File: src/rtl/core/sadp_pkg.sv
package sadp_pkg;

  // field widths of the streamed element and the result
  localparam int unsigned WeightW = 8;
  localparam int unsigned ActW    = 16;
  localparam int unsigned BiasW   = 32;
  localparam int unsigned MultW   = 8;
  localparam int unsigned ProdW   = WeightW + ActW;
  localparam int unsigned ScaledW = 32;
  localparam int unsigned SumW    = 48;
  localparam int unsigned ResultW = 32;
  localparam int unsigned CountW  = 32;

  // configuration port
  localparam int unsigned CfgDataW  = 14;
  localparam int unsigned ChunkLenW = 14;
  localparam logic [ChunkLenW-1:0] ChunkLenReset = 14'd8192;

  // queue between front and back
  localparam int unsigned QueueDepth = 2;
  localparam int unsigned QPtrW      = $clog2(QueueDepth);
  localparam int unsigned QCntW      = $clog2(QueueDepth + 1);

  // int32 clamp bounds at accumulator width
  localparam logic signed [SumW-1:0] SumHi = 48'sh0000_7FFF_FFFF;
  localparam logic signed [SumW-1:0] SumLo = 48'shFFFF_8000_0000;

  // configuration register indexes
  typedef enum logic [0:0] {
    CfgChunkLength = 1'b0,
    CfgScaleEnable = 1'b1
  } cfg_idx_e;

  typedef struct packed {
    logic signed [WeightW-1:0] weight;
    logic signed [ActW-1:0]    activation;
    logic signed [BiasW-1:0]   row_bias;
    logic        [MultW-1:0]   row_multiplier;
    logic                      last_of_row;
  } in_item_t;

  typedef struct packed {
    logic signed [ResultW-1:0] dot_result;
    logic        [CountW-1:0]  saturation_count;
  } out_item_t;

  // queue entry: raw product, the factor the back end applies, bias and last flag
  typedef struct packed {
    logic signed [ProdW-1:0] prod;
    logic        [MultW-1:0] mult;
    logic signed [BiasW-1:0] bias;
    logic                    last;
  } q_entry_t;

endpackage

File: src/rtl/core/scaled_int8_affine_dot_product_unit.sv
// Affine dot-product unit: streams one int8 weight and signed activation per
// transfer and returns one saturated int32 result, with the running clamp count,
// for each row (on the element marked last_of_row). The bias is taken from the
// row's first element; in scaled mode each product is multiplied by that
// element's row multiplier. The sum is clamped to int32 after every
// chunk_length elements and at row end. The unit sustains one element per
// cycle unless a result is held back: a front end forms weight*activation
// into a two-entry queue, a scale stage applies the multiplier, and a 48-bit
// accumulate-and-clamp loop follows. A result is registered after the queue
// and the scale stage. Write configuration only while no element is in flight.
module scaled_int8_affine_dot_product_unit
  import sadp_pkg::*;
#(
  parameter int unsigned MaxChunk = 8192
) (
  input  logic                clk_i,
  input  logic                rst_ni,
  input  logic                in_valid_i,
  output logic                in_ready_o,
  input  in_item_t            in_data_i,
  output logic                out_valid_o,
  input  logic                out_ready_i,
  output out_item_t           out_data_o,
  input  logic                cfg_valid_i,
  output logic                cfg_ready_o,
  input  cfg_idx_e            cfg_index_i,
  input  logic [CfgDataW-1:0] cfg_data_i
);

  logic [ChunkLenW-1:0] chunk_len_q;
  logic                 scale_en_q;
  logic                 q_wr_valid, q_wr_ready, q_rd_valid, q_rd_ready;
  q_entry_t             q_wr_data, q_rd_data;

  // configuration registers
  assign cfg_ready_o = 1'b1;

  always_ff @(posedge clk_i or negedge rst_ni) begin
    if (!rst_ni) begin
      chunk_len_q <= ChunkLenReset;
      scale_en_q  <= 1'b1;
    end else if (cfg_valid_i) begin
      case (cfg_index_i)
        CfgChunkLength: chunk_len_q <= cfg_data_i[ChunkLenW-1:0];
        CfgScaleEnable: scale_en_q  <= cfg_data_i[0];
        default: ;
      endcase
    end
  end

  sadp_front u_front (
    .in_valid_i (in_valid_i),
    .in_ready_o (in_ready_o),
    .in_data_i  (in_data_i),
    .scale_en_i (scale_en_q),
    .q_valid_o  (q_wr_valid),
    .q_ready_i  (q_wr_ready),
    .q_data_o   (q_wr_data)
  );

  sadp_queue u_queue (
    .clk_i      (clk_i),
    .rst_ni     (rst_ni),
    .wr_valid_i (q_wr_valid),
    .wr_ready_o (q_wr_ready),
    .wr_data_i  (q_wr_data),
    .rd_valid_o (q_rd_valid),
    .rd_ready_i (q_rd_ready),
    .rd_data_o  (q_rd_data)
  );

  sadp_back #(
    .MaxChunk (MaxChunk)
  ) u_back (
    .clk_i       (clk_i),
    .rst_ni      (rst_ni),
    .q_valid_i   (q_rd_valid),
    .q_ready_o   (q_rd_ready),
    .q_data_i    (q_rd_data),
    .chunk_len_i (chunk_len_q),
    .out_valid_o (out_valid_o),
    .out_ready_i (out_ready_i),
    .out_data_o  (out_data_o)
  );

endmodule

File: src/rtl/core/sadp_front.sv
module sadp_front
  import sadp_pkg::*;
(
  input  logic     in_valid_i,
  output logic     in_ready_o,
  input  in_item_t in_data_i,
  input  logic     scale_en_i,
  output logic     q_valid_o,
  input  logic     q_ready_i,
  output q_entry_t q_data_o
);

  logic signed [ProdW-1:0] prod;

  // weight times activation
  assign prod = in_data_i.weight * in_data_i.activation;

  // unscaled mode multiplies by one in the back end
  always_comb begin
    q_data_o.prod = prod;
    q_data_o.mult = scale_en_i ? in_data_i.row_multiplier : MultW'(1);
    q_data_o.bias = in_data_i.row_bias;
    q_data_o.last = in_data_i.last_of_row;
  end

  // transfer into the queue
  assign q_valid_o  = in_valid_i;
  assign in_ready_o = q_ready_i;

endmodule

File: src/rtl/core/sadp_queue.sv
module sadp_queue
  import sadp_pkg::*;
(
  input  logic     clk_i,
  input  logic     rst_ni,
  input  logic     wr_valid_i,
  output logic     wr_ready_o,
  input  q_entry_t wr_data_i,
  output logic     rd_valid_o,
  input  logic     rd_ready_i,
  output q_entry_t rd_data_o
);

  q_entry_t         mem_q [QueueDepth];
  logic [QPtrW-1:0] wr_ptr_q, rd_ptr_q;
  logic [QCntW-1:0] cnt_q, cnt_d;
  logic             push, pop;

  assign wr_ready_o = (cnt_q != QCntW'(QueueDepth));
  assign rd_valid_o = (cnt_q != '0);
  assign push       = wr_valid_i && wr_ready_o;
  assign pop        = rd_valid_o && rd_ready_i;
  assign rd_data_o  = mem_q[rd_ptr_q];

  // occupancy
  always_comb begin
    cnt_d = cnt_q;
    if (push && !pop) begin
      cnt_d = cnt_q + QCntW'(1);
    end else if (pop && !push) begin
      cnt_d = cnt_q - QCntW'(1);
    end
  end

  // pointers and count
  always_ff @(posedge clk_i or negedge rst_ni) begin
    if (!rst_ni) begin
      wr_ptr_q <= '0;
      rd_ptr_q <= '0;
      cnt_q    <= '0;
    end else begin
      cnt_q <= cnt_d;
      if (push) begin
        wr_ptr_q <= wr_ptr_q + QPtrW'(1);
      end
      if (pop) begin
        rd_ptr_q <= rd_ptr_q + QPtrW'(1);
      end
    end
  end

  // entry storage
  always_ff @(posedge clk_i) begin
    if (push) begin
      mem_q[wr_ptr_q] <= wr_data_i;
    end
  end

endmodule

File: src/rtl/core/sadp_back.sv
module sadp_back
  import sadp_pkg::*;
#(
  parameter int unsigned MaxChunk = 8192
) (
  input  logic                 clk_i,
  input  logic                 rst_ni,
  input  logic                 q_valid_i,
  output logic                 q_ready_o,
  input  q_entry_t             q_data_i,
  input  logic [ChunkLenW-1:0] chunk_len_i,
  output logic                 out_valid_o,
  input  logic                 out_ready_i,
  output out_item_t            out_data_o
);

  localparam int unsigned CW = $clog2(MaxChunk + 1);
  localparam int unsigned LW = (CW > ChunkLenW) ? CW : ChunkLenW;

  // scale stage
  logic                      s1_valid_q;
  logic signed [ScaledW-1:0] s1_prod_q;
  logic signed [BiasW-1:0]   s1_bias_q;
  logic                      s1_last_q;
  logic signed [ScaledW-1:0] mul_full;
  logic                      s1_ready, acc_take;

  // accumulator state
  logic signed [SumW-1:0] sum_q, sum_d;
  logic [CW-1:0]          pos_q, pos_d;
  logic                   start_q, start_d;
  logic [CountW-1:0]      total_q, total_d;
  logic                   out_valid_q;
  out_item_t              out_q;

  logic signed [SumW-1:0] base, sum1, clamped;
  logic [CW-1:0]          pos1;
  logic [LW-1:0]          chunk_ext, eff_chunk;
  logic                   hit, do_clamp, over_hi, under_lo;

  assign acc_take  = s1_valid_q && (!s1_last_q || !out_valid_q || out_ready_i);
  assign s1_ready  = !s1_valid_q || acc_take;
  assign q_ready_o = s1_ready;

  // product times row factor
  assign mul_full = q_data_i.prod * $signed({1'b0, q_data_i.mult});

  always_ff @(posedge clk_i or negedge rst_ni) begin
    if (!rst_ni) begin
      s1_valid_q <= 1'b0;
    end else if (s1_ready) begin
      s1_valid_q <= q_valid_i;
    end
  end

  always_ff @(posedge clk_i) begin
    if (s1_ready && q_valid_i) begin
      s1_prod_q <= mul_full;
      s1_bias_q <= q_data_i.bias;
      s1_last_q <= q_data_i.last;
    end
  end

  // effective chunk length: zero acts as one, capped at the maximum
  always_comb begin
    chunk_ext = LW'(chunk_len_i);
    if (chunk_ext == '0) begin
      eff_chunk = LW'(1);
    end else if (chunk_ext > LW'(MaxChunk)) begin
      eff_chunk = LW'(MaxChunk);
    end else begin
      eff_chunk = chunk_ext;
    end
  end

  // accumulate and clamp at chunk boundaries and row end
  always_comb begin
    base     = start_q ? {{(SumW-BiasW){s1_bias_q[BiasW-1]}}, s1_bias_q} : sum_q;
    sum1     = base + {{(SumW-ScaledW){s1_prod_q[ScaledW-1]}}, s1_prod_q};
    pos1     = (start_q ? '0 : pos_q) + CW'(1);
    hit      = (LW'(pos1) >= eff_chunk);
    do_clamp = hit || s1_last_q;
    over_hi  = (sum1 > SumHi);
    under_lo = (sum1 < SumLo);
    clamped  = sum1;
    if (do_clamp && over_hi) begin
      clamped = SumHi;
    end else if (do_clamp && under_lo) begin
      clamped = SumLo;
    end
    total_d = total_q;
    if (do_clamp && (over_hi || under_lo)) begin
      total_d = total_q + CountW'(1);
    end
    if (s1_last_q) begin
      sum_d   = '0;
      pos_d   = '0;
      start_d = 1'b1;
    end else begin
      sum_d   = clamped;
      pos_d   = hit ? '0 : pos1;
      start_d = 1'b0;
    end
  end

  always_ff @(posedge clk_i or negedge rst_ni) begin
    if (!rst_ni) begin
      sum_q       <= '0;
      pos_q       <= '0;
      start_q     <= 1'b1;
      total_q     <= '0;
      out_valid_q <= 1'b0;
    end else begin
      if (acc_take) begin
        sum_q   <= sum_d;
        pos_q   <= pos_d;
        start_q <= start_d;
        total_q <= total_d;
      end
      if (acc_take && s1_last_q) begin
        out_valid_q <= 1'b1;
      end else if (out_ready_i) begin
        out_valid_q <= 1'b0;
      end
    end
  end

  // result register
  always_ff @(posedge clk_i) begin
    if (acc_take && s1_last_q) begin
      out_q.dot_result       <= clamped[ResultW-1:0];
      out_q.saturation_count <= total_d;
    end
  end

  assign out_valid_o = out_valid_q;
  assign out_data_o  = out_q;

endmodule
File: config.mk
export PLATFORM = sky130hd
export DESIGN_NAME = scaled_int8_affine_dot_product_unit
export DESIGN_NICKNAME = d
export VERILOG_FILES = /design/src/rtl/core/sadp_pkg.sv /design/src/rtl/core/scaled_int8_affine_dot_product_unit.sv /design/src/rtl/core/sadp_front.sv /design/src/rtl/core/sadp_queue.sv /design/src/rtl/core/sadp_back.sv
export SDC_FILE = /design/constraint.sdc
export NUM_CORES = 1
export LEC_CHECK = 0
export BUFFER_PORTS_ARGS = -buffer_cell sky130_fd_sc_hd__buf_4
export CAP_MARGIN = 20
export CORE_MARGIN = 5
export CORE_UTILIZATION = 35
export CTS_CLUSTER_DIAMETER = 60
export DETAILED_ROUTE_END_ITERATION = 7
export GPL_TIMING_DRIVEN = 1
export HOLD_SLACK_MARGIN = 0.03
export PLACE_DENSITY = 0.6
export SYNTH_ARGS = -nofsm -noshare
export SYNTH_HDL_FRONTEND = slang
export SYNTH_HIERARCHICAL = 1
export SYNTH_SLANG_ARGS = --single-unit
File: constraint.sdc
create_clock -name clk_i -period 7.8 [get_ports clk_i]
set_input_delay 1.17 -clock clk_i [delete_from_list [all_inputs] [get_ports clk_i]]
set_output_delay 1.17 -clock clk_i [all_outputs]
set_load 0.01 [all_outputs]
==> results.py <==
metrics = {
    "sta": {
        "max_freq_mhz": 145,
        "final-max-slew-violation-count": 0,
        "timing.clock.skew_ps": 31.1,
        "hold_violations": 0,
        "finalWorstPathRequiredPeriod_ps": 6900,
        "max_slew_margin_vs_limit_pct": 28.6,
        "setup-tns-final_ps": 0,
        "setup_viol_count_final": 0,
        "timing_worst_slew_pin_value_ps": 1070,
        "min_period_over_period_pct": 88.5,
        "rsz0062_at_grt": "false",
    },
    "final_layout": {
        "most_common_cell_after_layout_fill_and_taps_aside": "sky130_fd_sc_hd__inv_1",
        "register_area_um2": 10700,
        "layout.filler_cells": 8423,
        "layout-drive-gt1-share_pct": 12.8,
        "area.growth.synth_to_final_pct": 11.1,
        "multiInputGateArea_um2": 17400,
        "commonest_non_fill_non_tap_cells_in_the_layout": "367 x sky130_fd_sc_hd__inv_1, 310 x sky130_fd_sc_hd__nand2_1, 259 x sky130_fd_sc_hd__edfxtp_1",
        "final_core_utilization_pct": 39.3,
        "finish.net_count": 3477,
    },
    "clocking": {
        "cts_tree": "yes",
        "cts_max_path_buffers": 3,
        "root_buffer": "sky130_fd_sc_hd__clkbuf_16",
        "cts_hold_buf": 0,
        "clock_pin_transition_on_the_worst_setup_and_hold_timing_paths_ps": 60,
        "htree_num_levels": 2,
        "clock_sinks": 375,
        "cts_setup_buffers": 0,
        "number_of_buffers_inserted_during_clock_tree_synthesis": 43,
        "clock_insertion_delay_worst_skew_ps": 580,
        "post_cts_resized": 0,
    },
    "worst_setup_path": {
        "worst-path-max-fanout": 30,
        "cp.required_ps": 8110,
        "timing.critical_path.mode_cell": "sky130_fd_sc_hd__fa_1",
        "critPathBufInv": 3,
        "critPathTopFamily": "compound AO/OA/AOI/OAI gates",
        "slowest_stage": "sky130_fd_sc_hd__dfrtp_4",
        "timing.critical_path.to_type": "flip-flop",
        "critical-path-max-stage-delay_ps": 720,
        "cp.arrival_ps": 7210,
        "start_kind": "flip-flop",
        "crit_type": "flip-flop to flip-flop",
        "critical_path.cell_chain": "mux2_2, nand2_1, fa_1, inv_1, fa_1, inv_1, fa_1, inv_1, fa_1, ha_1, a21oi_1, nand2_1, a21oi_1, a21boi_0, a311oi_1, a211oi_1, o311a_1, o21a_1, o21ai_0, nand2b_1, a21oi_1, xnor2_1",
    },
    "floorplan": {
        "die_width_um": 304,
        "io_pins": 152,
        "std_cell_rows": 107,
        "die_y_um": 304,
        "floorplan.initialDensity_pct": 35.4,
        "design.die.area_um2": 92500,
        "fp.coreArea_um2": 85500,
    },
    "synthesis": {
        "mappedNetlistNets": 3395,
        "yosysWarningCount": 6,
        "dominantRegCellSynth": "sky130_fd_sc_hd__edfxtp_1",
        "ys_async_sr_fraction_pct": 30.9,
        "synth_cells": 2886,
        "number_of_enable_flip_flop_cells_after_synthesis": 259,
        "yosysSeqAreaShare_pct": 35.3,
        "synth_cell_types": 93,
        "yosys_register_bits": 375,
        "average_cell_area_after_synthesis_um2": 10.5,
        "synthesized_area_um2": 30300,
    },
    "detailed_routing": {
        "avg_vias_per_cell": 4.88,
        "drt-pass1-iter-count": 5,
        "antenna_left": 0,
        "routedWlPerCell_um": 16.6,
        "vias": 20300,
        "postRouteWirelength_um": 69100,
        "detail_route.drc_violations": 0,
        "drt_first_iter_violations": 1301,
    },
    "place": {
        "gp_congestion": 0.909,
        "port-buffer-count": 150,
        "hpwlAfterDp_um": 53000,
    },
    "job": {
        "max_cap_viol_count": 0,
    },
    "global_route": {
        "grt.total_usage_pct": 14.7,
        "grt_overflow": 0,
        "grt_pass1_vias": 20700,
        "maximum_number_of_pins_on_one_net_before_global_route_repair": 66,
        "wire_length_of_the_first_global_routing_pass_um": 113000,
        "antenna_found_initial": 4,
    },
    "min_path": {
        "hold_path_class": "input pin to asynchronous set/reset pin",
    },
    "status": {
        "run_status": "finished, final reports clean",
    },
}
routing by layer:
layer / part of all wire [%] / vias up / track usage [%]
met5: 0.078 / - / 0
met2: 46 / 397 / 24.0
li1: - / 9856 / -
met1: 48 / 9901 / 21.0
met3: 4.1 / 90 / 2.14
met4: 2.0 / 6 / 3.10
final timing paths:
| path | from | slack (ps) | cells past startpoint | end |
|---|---|---|---|---|
| max reg2reg | u_queue/rd_ptr_q | 900 | 22 | u_back/s1_prod_q[30] |
| max | u_queue/rd_ptr_q | 900 | 22 | u_back/s1_prod_q[30] |
| min in group clk_i | u_back/total_q[31] | 480 | 1 | u_back/total_q[31] |
| min reg2reg | u_back/total_q[31] | 480 | 1 | u_back/total_q[31] |
| max in group asynchronous | rst_ni | 6290 | 2 | u_queue/rd_ptr_q |
| min | rst_ni | 450 | 1 | u_back/total_q[14] |
logic make-up (layout without fill, tap and decap cells):
group | Yosys count | after routing | share of synthesized area (%)
xor gates and xnor gates | 166 | 166 | 4.80
DFF | 375 | 375 | 35.3
AOI/OAI and AO/OA | 434 | 434 | 9.55
muxes | 116 | 116 | 4.92
and+or+nand+nor | 864 | 864 | 14.4
adders and majority gates | 424 | 424 | 23.8
other | 1 | 2 | 0.0124
buffers and inverters | 506 | 623 | 7.27
registers in the layout (all words and copies together) (netlist names), 2 cells and up:
name,flops
chunk_len_q,14
u_back/out_data_o,64
u_back/pos_q,14
u_back/s1_bias_q,32
u_back/s1_prod_q,32
u_back/sum_q,48
u_back/total_q,32
u_queue/cnt_q,2
u_queue/mem_q,130
worst register-to-register path: cells and delay by family (launching register included):
| family | cells | cell delay, ps |
|---|---|---|
| xor gates and xnor gates | 1 | 80 |
| DFF | 1 | 720 |
| adders and majority gates | 5 | 2370 |
| buffers and inverters | 3 | 160 |
| and+or+nand+nor | 3 | 330 |
| AOI/OAI and AO/OA | 9 | 2380 |
| muxes | 1 | 620 |
per-stage QoR:
stage          area [um^2]  instances  hold WS, ps  setup WS (ps)
3_5_place_dp         32300       4067          477            965
2_1_floorplan        30300       2886          451           1760
6_report             33600       4148          452            896
4_1_cts              33600       4147          424            904
5_1_grt              33600       4147          446            297
3_3_place_gp         32300       4067          470           1020
cells in the mapped netlist, drive strengths merged (14+ instances only):
| library cell | count | area, um^2 |
|---|---|---|
| inv | 368 | 1380 |
| xnor2 | 113 | 990 |
| clkbuf | 58 | 220 |
| edfxtp | 259 | 7780 |
| a221o | 32 | 320 |
| nor2b | 16 | 108 |
| o21a | 24 | 180 |
| nor3 | 39 | 211 |
| a21oi | 91 | 455 |
| nand2 | 312 | 1180 |
| and2 | 219 | 1370 |
| a211oi | 14 | 115 |
| a21o | 34 | 257 |
| fa | 252 | 5040 |
| o21ai | 128 | 641 |
| nand4 | 29 | 181 |
| ha | 172 | 2150 |
| buf | 80 | 601 |
| dfrtp | 113 | 2830 |
| nor2 | 101 | 382 |
| nand3 | 54 | 270 |
| nand2b | 18 | 113 |
| mux2 | 114 | 1470 |
| and3 | 24 | 155 |
| xor2 | 53 | 464 |
layout make-up:
cell class              count  area share, %
well taps                1144           4.25
flip-flops and latches    375           31.8
inverters                 368           4.11
clock buffers              54           3.32
diodes                      1        0.00744
clock inverters            26          0.811
repair buffers            175           3.94
multi-input cells        2005           51.8
Power is left out: the tool's default activity adds up to more than one toggle a clock period on the data nets, which glitch-free logic cannot reach.
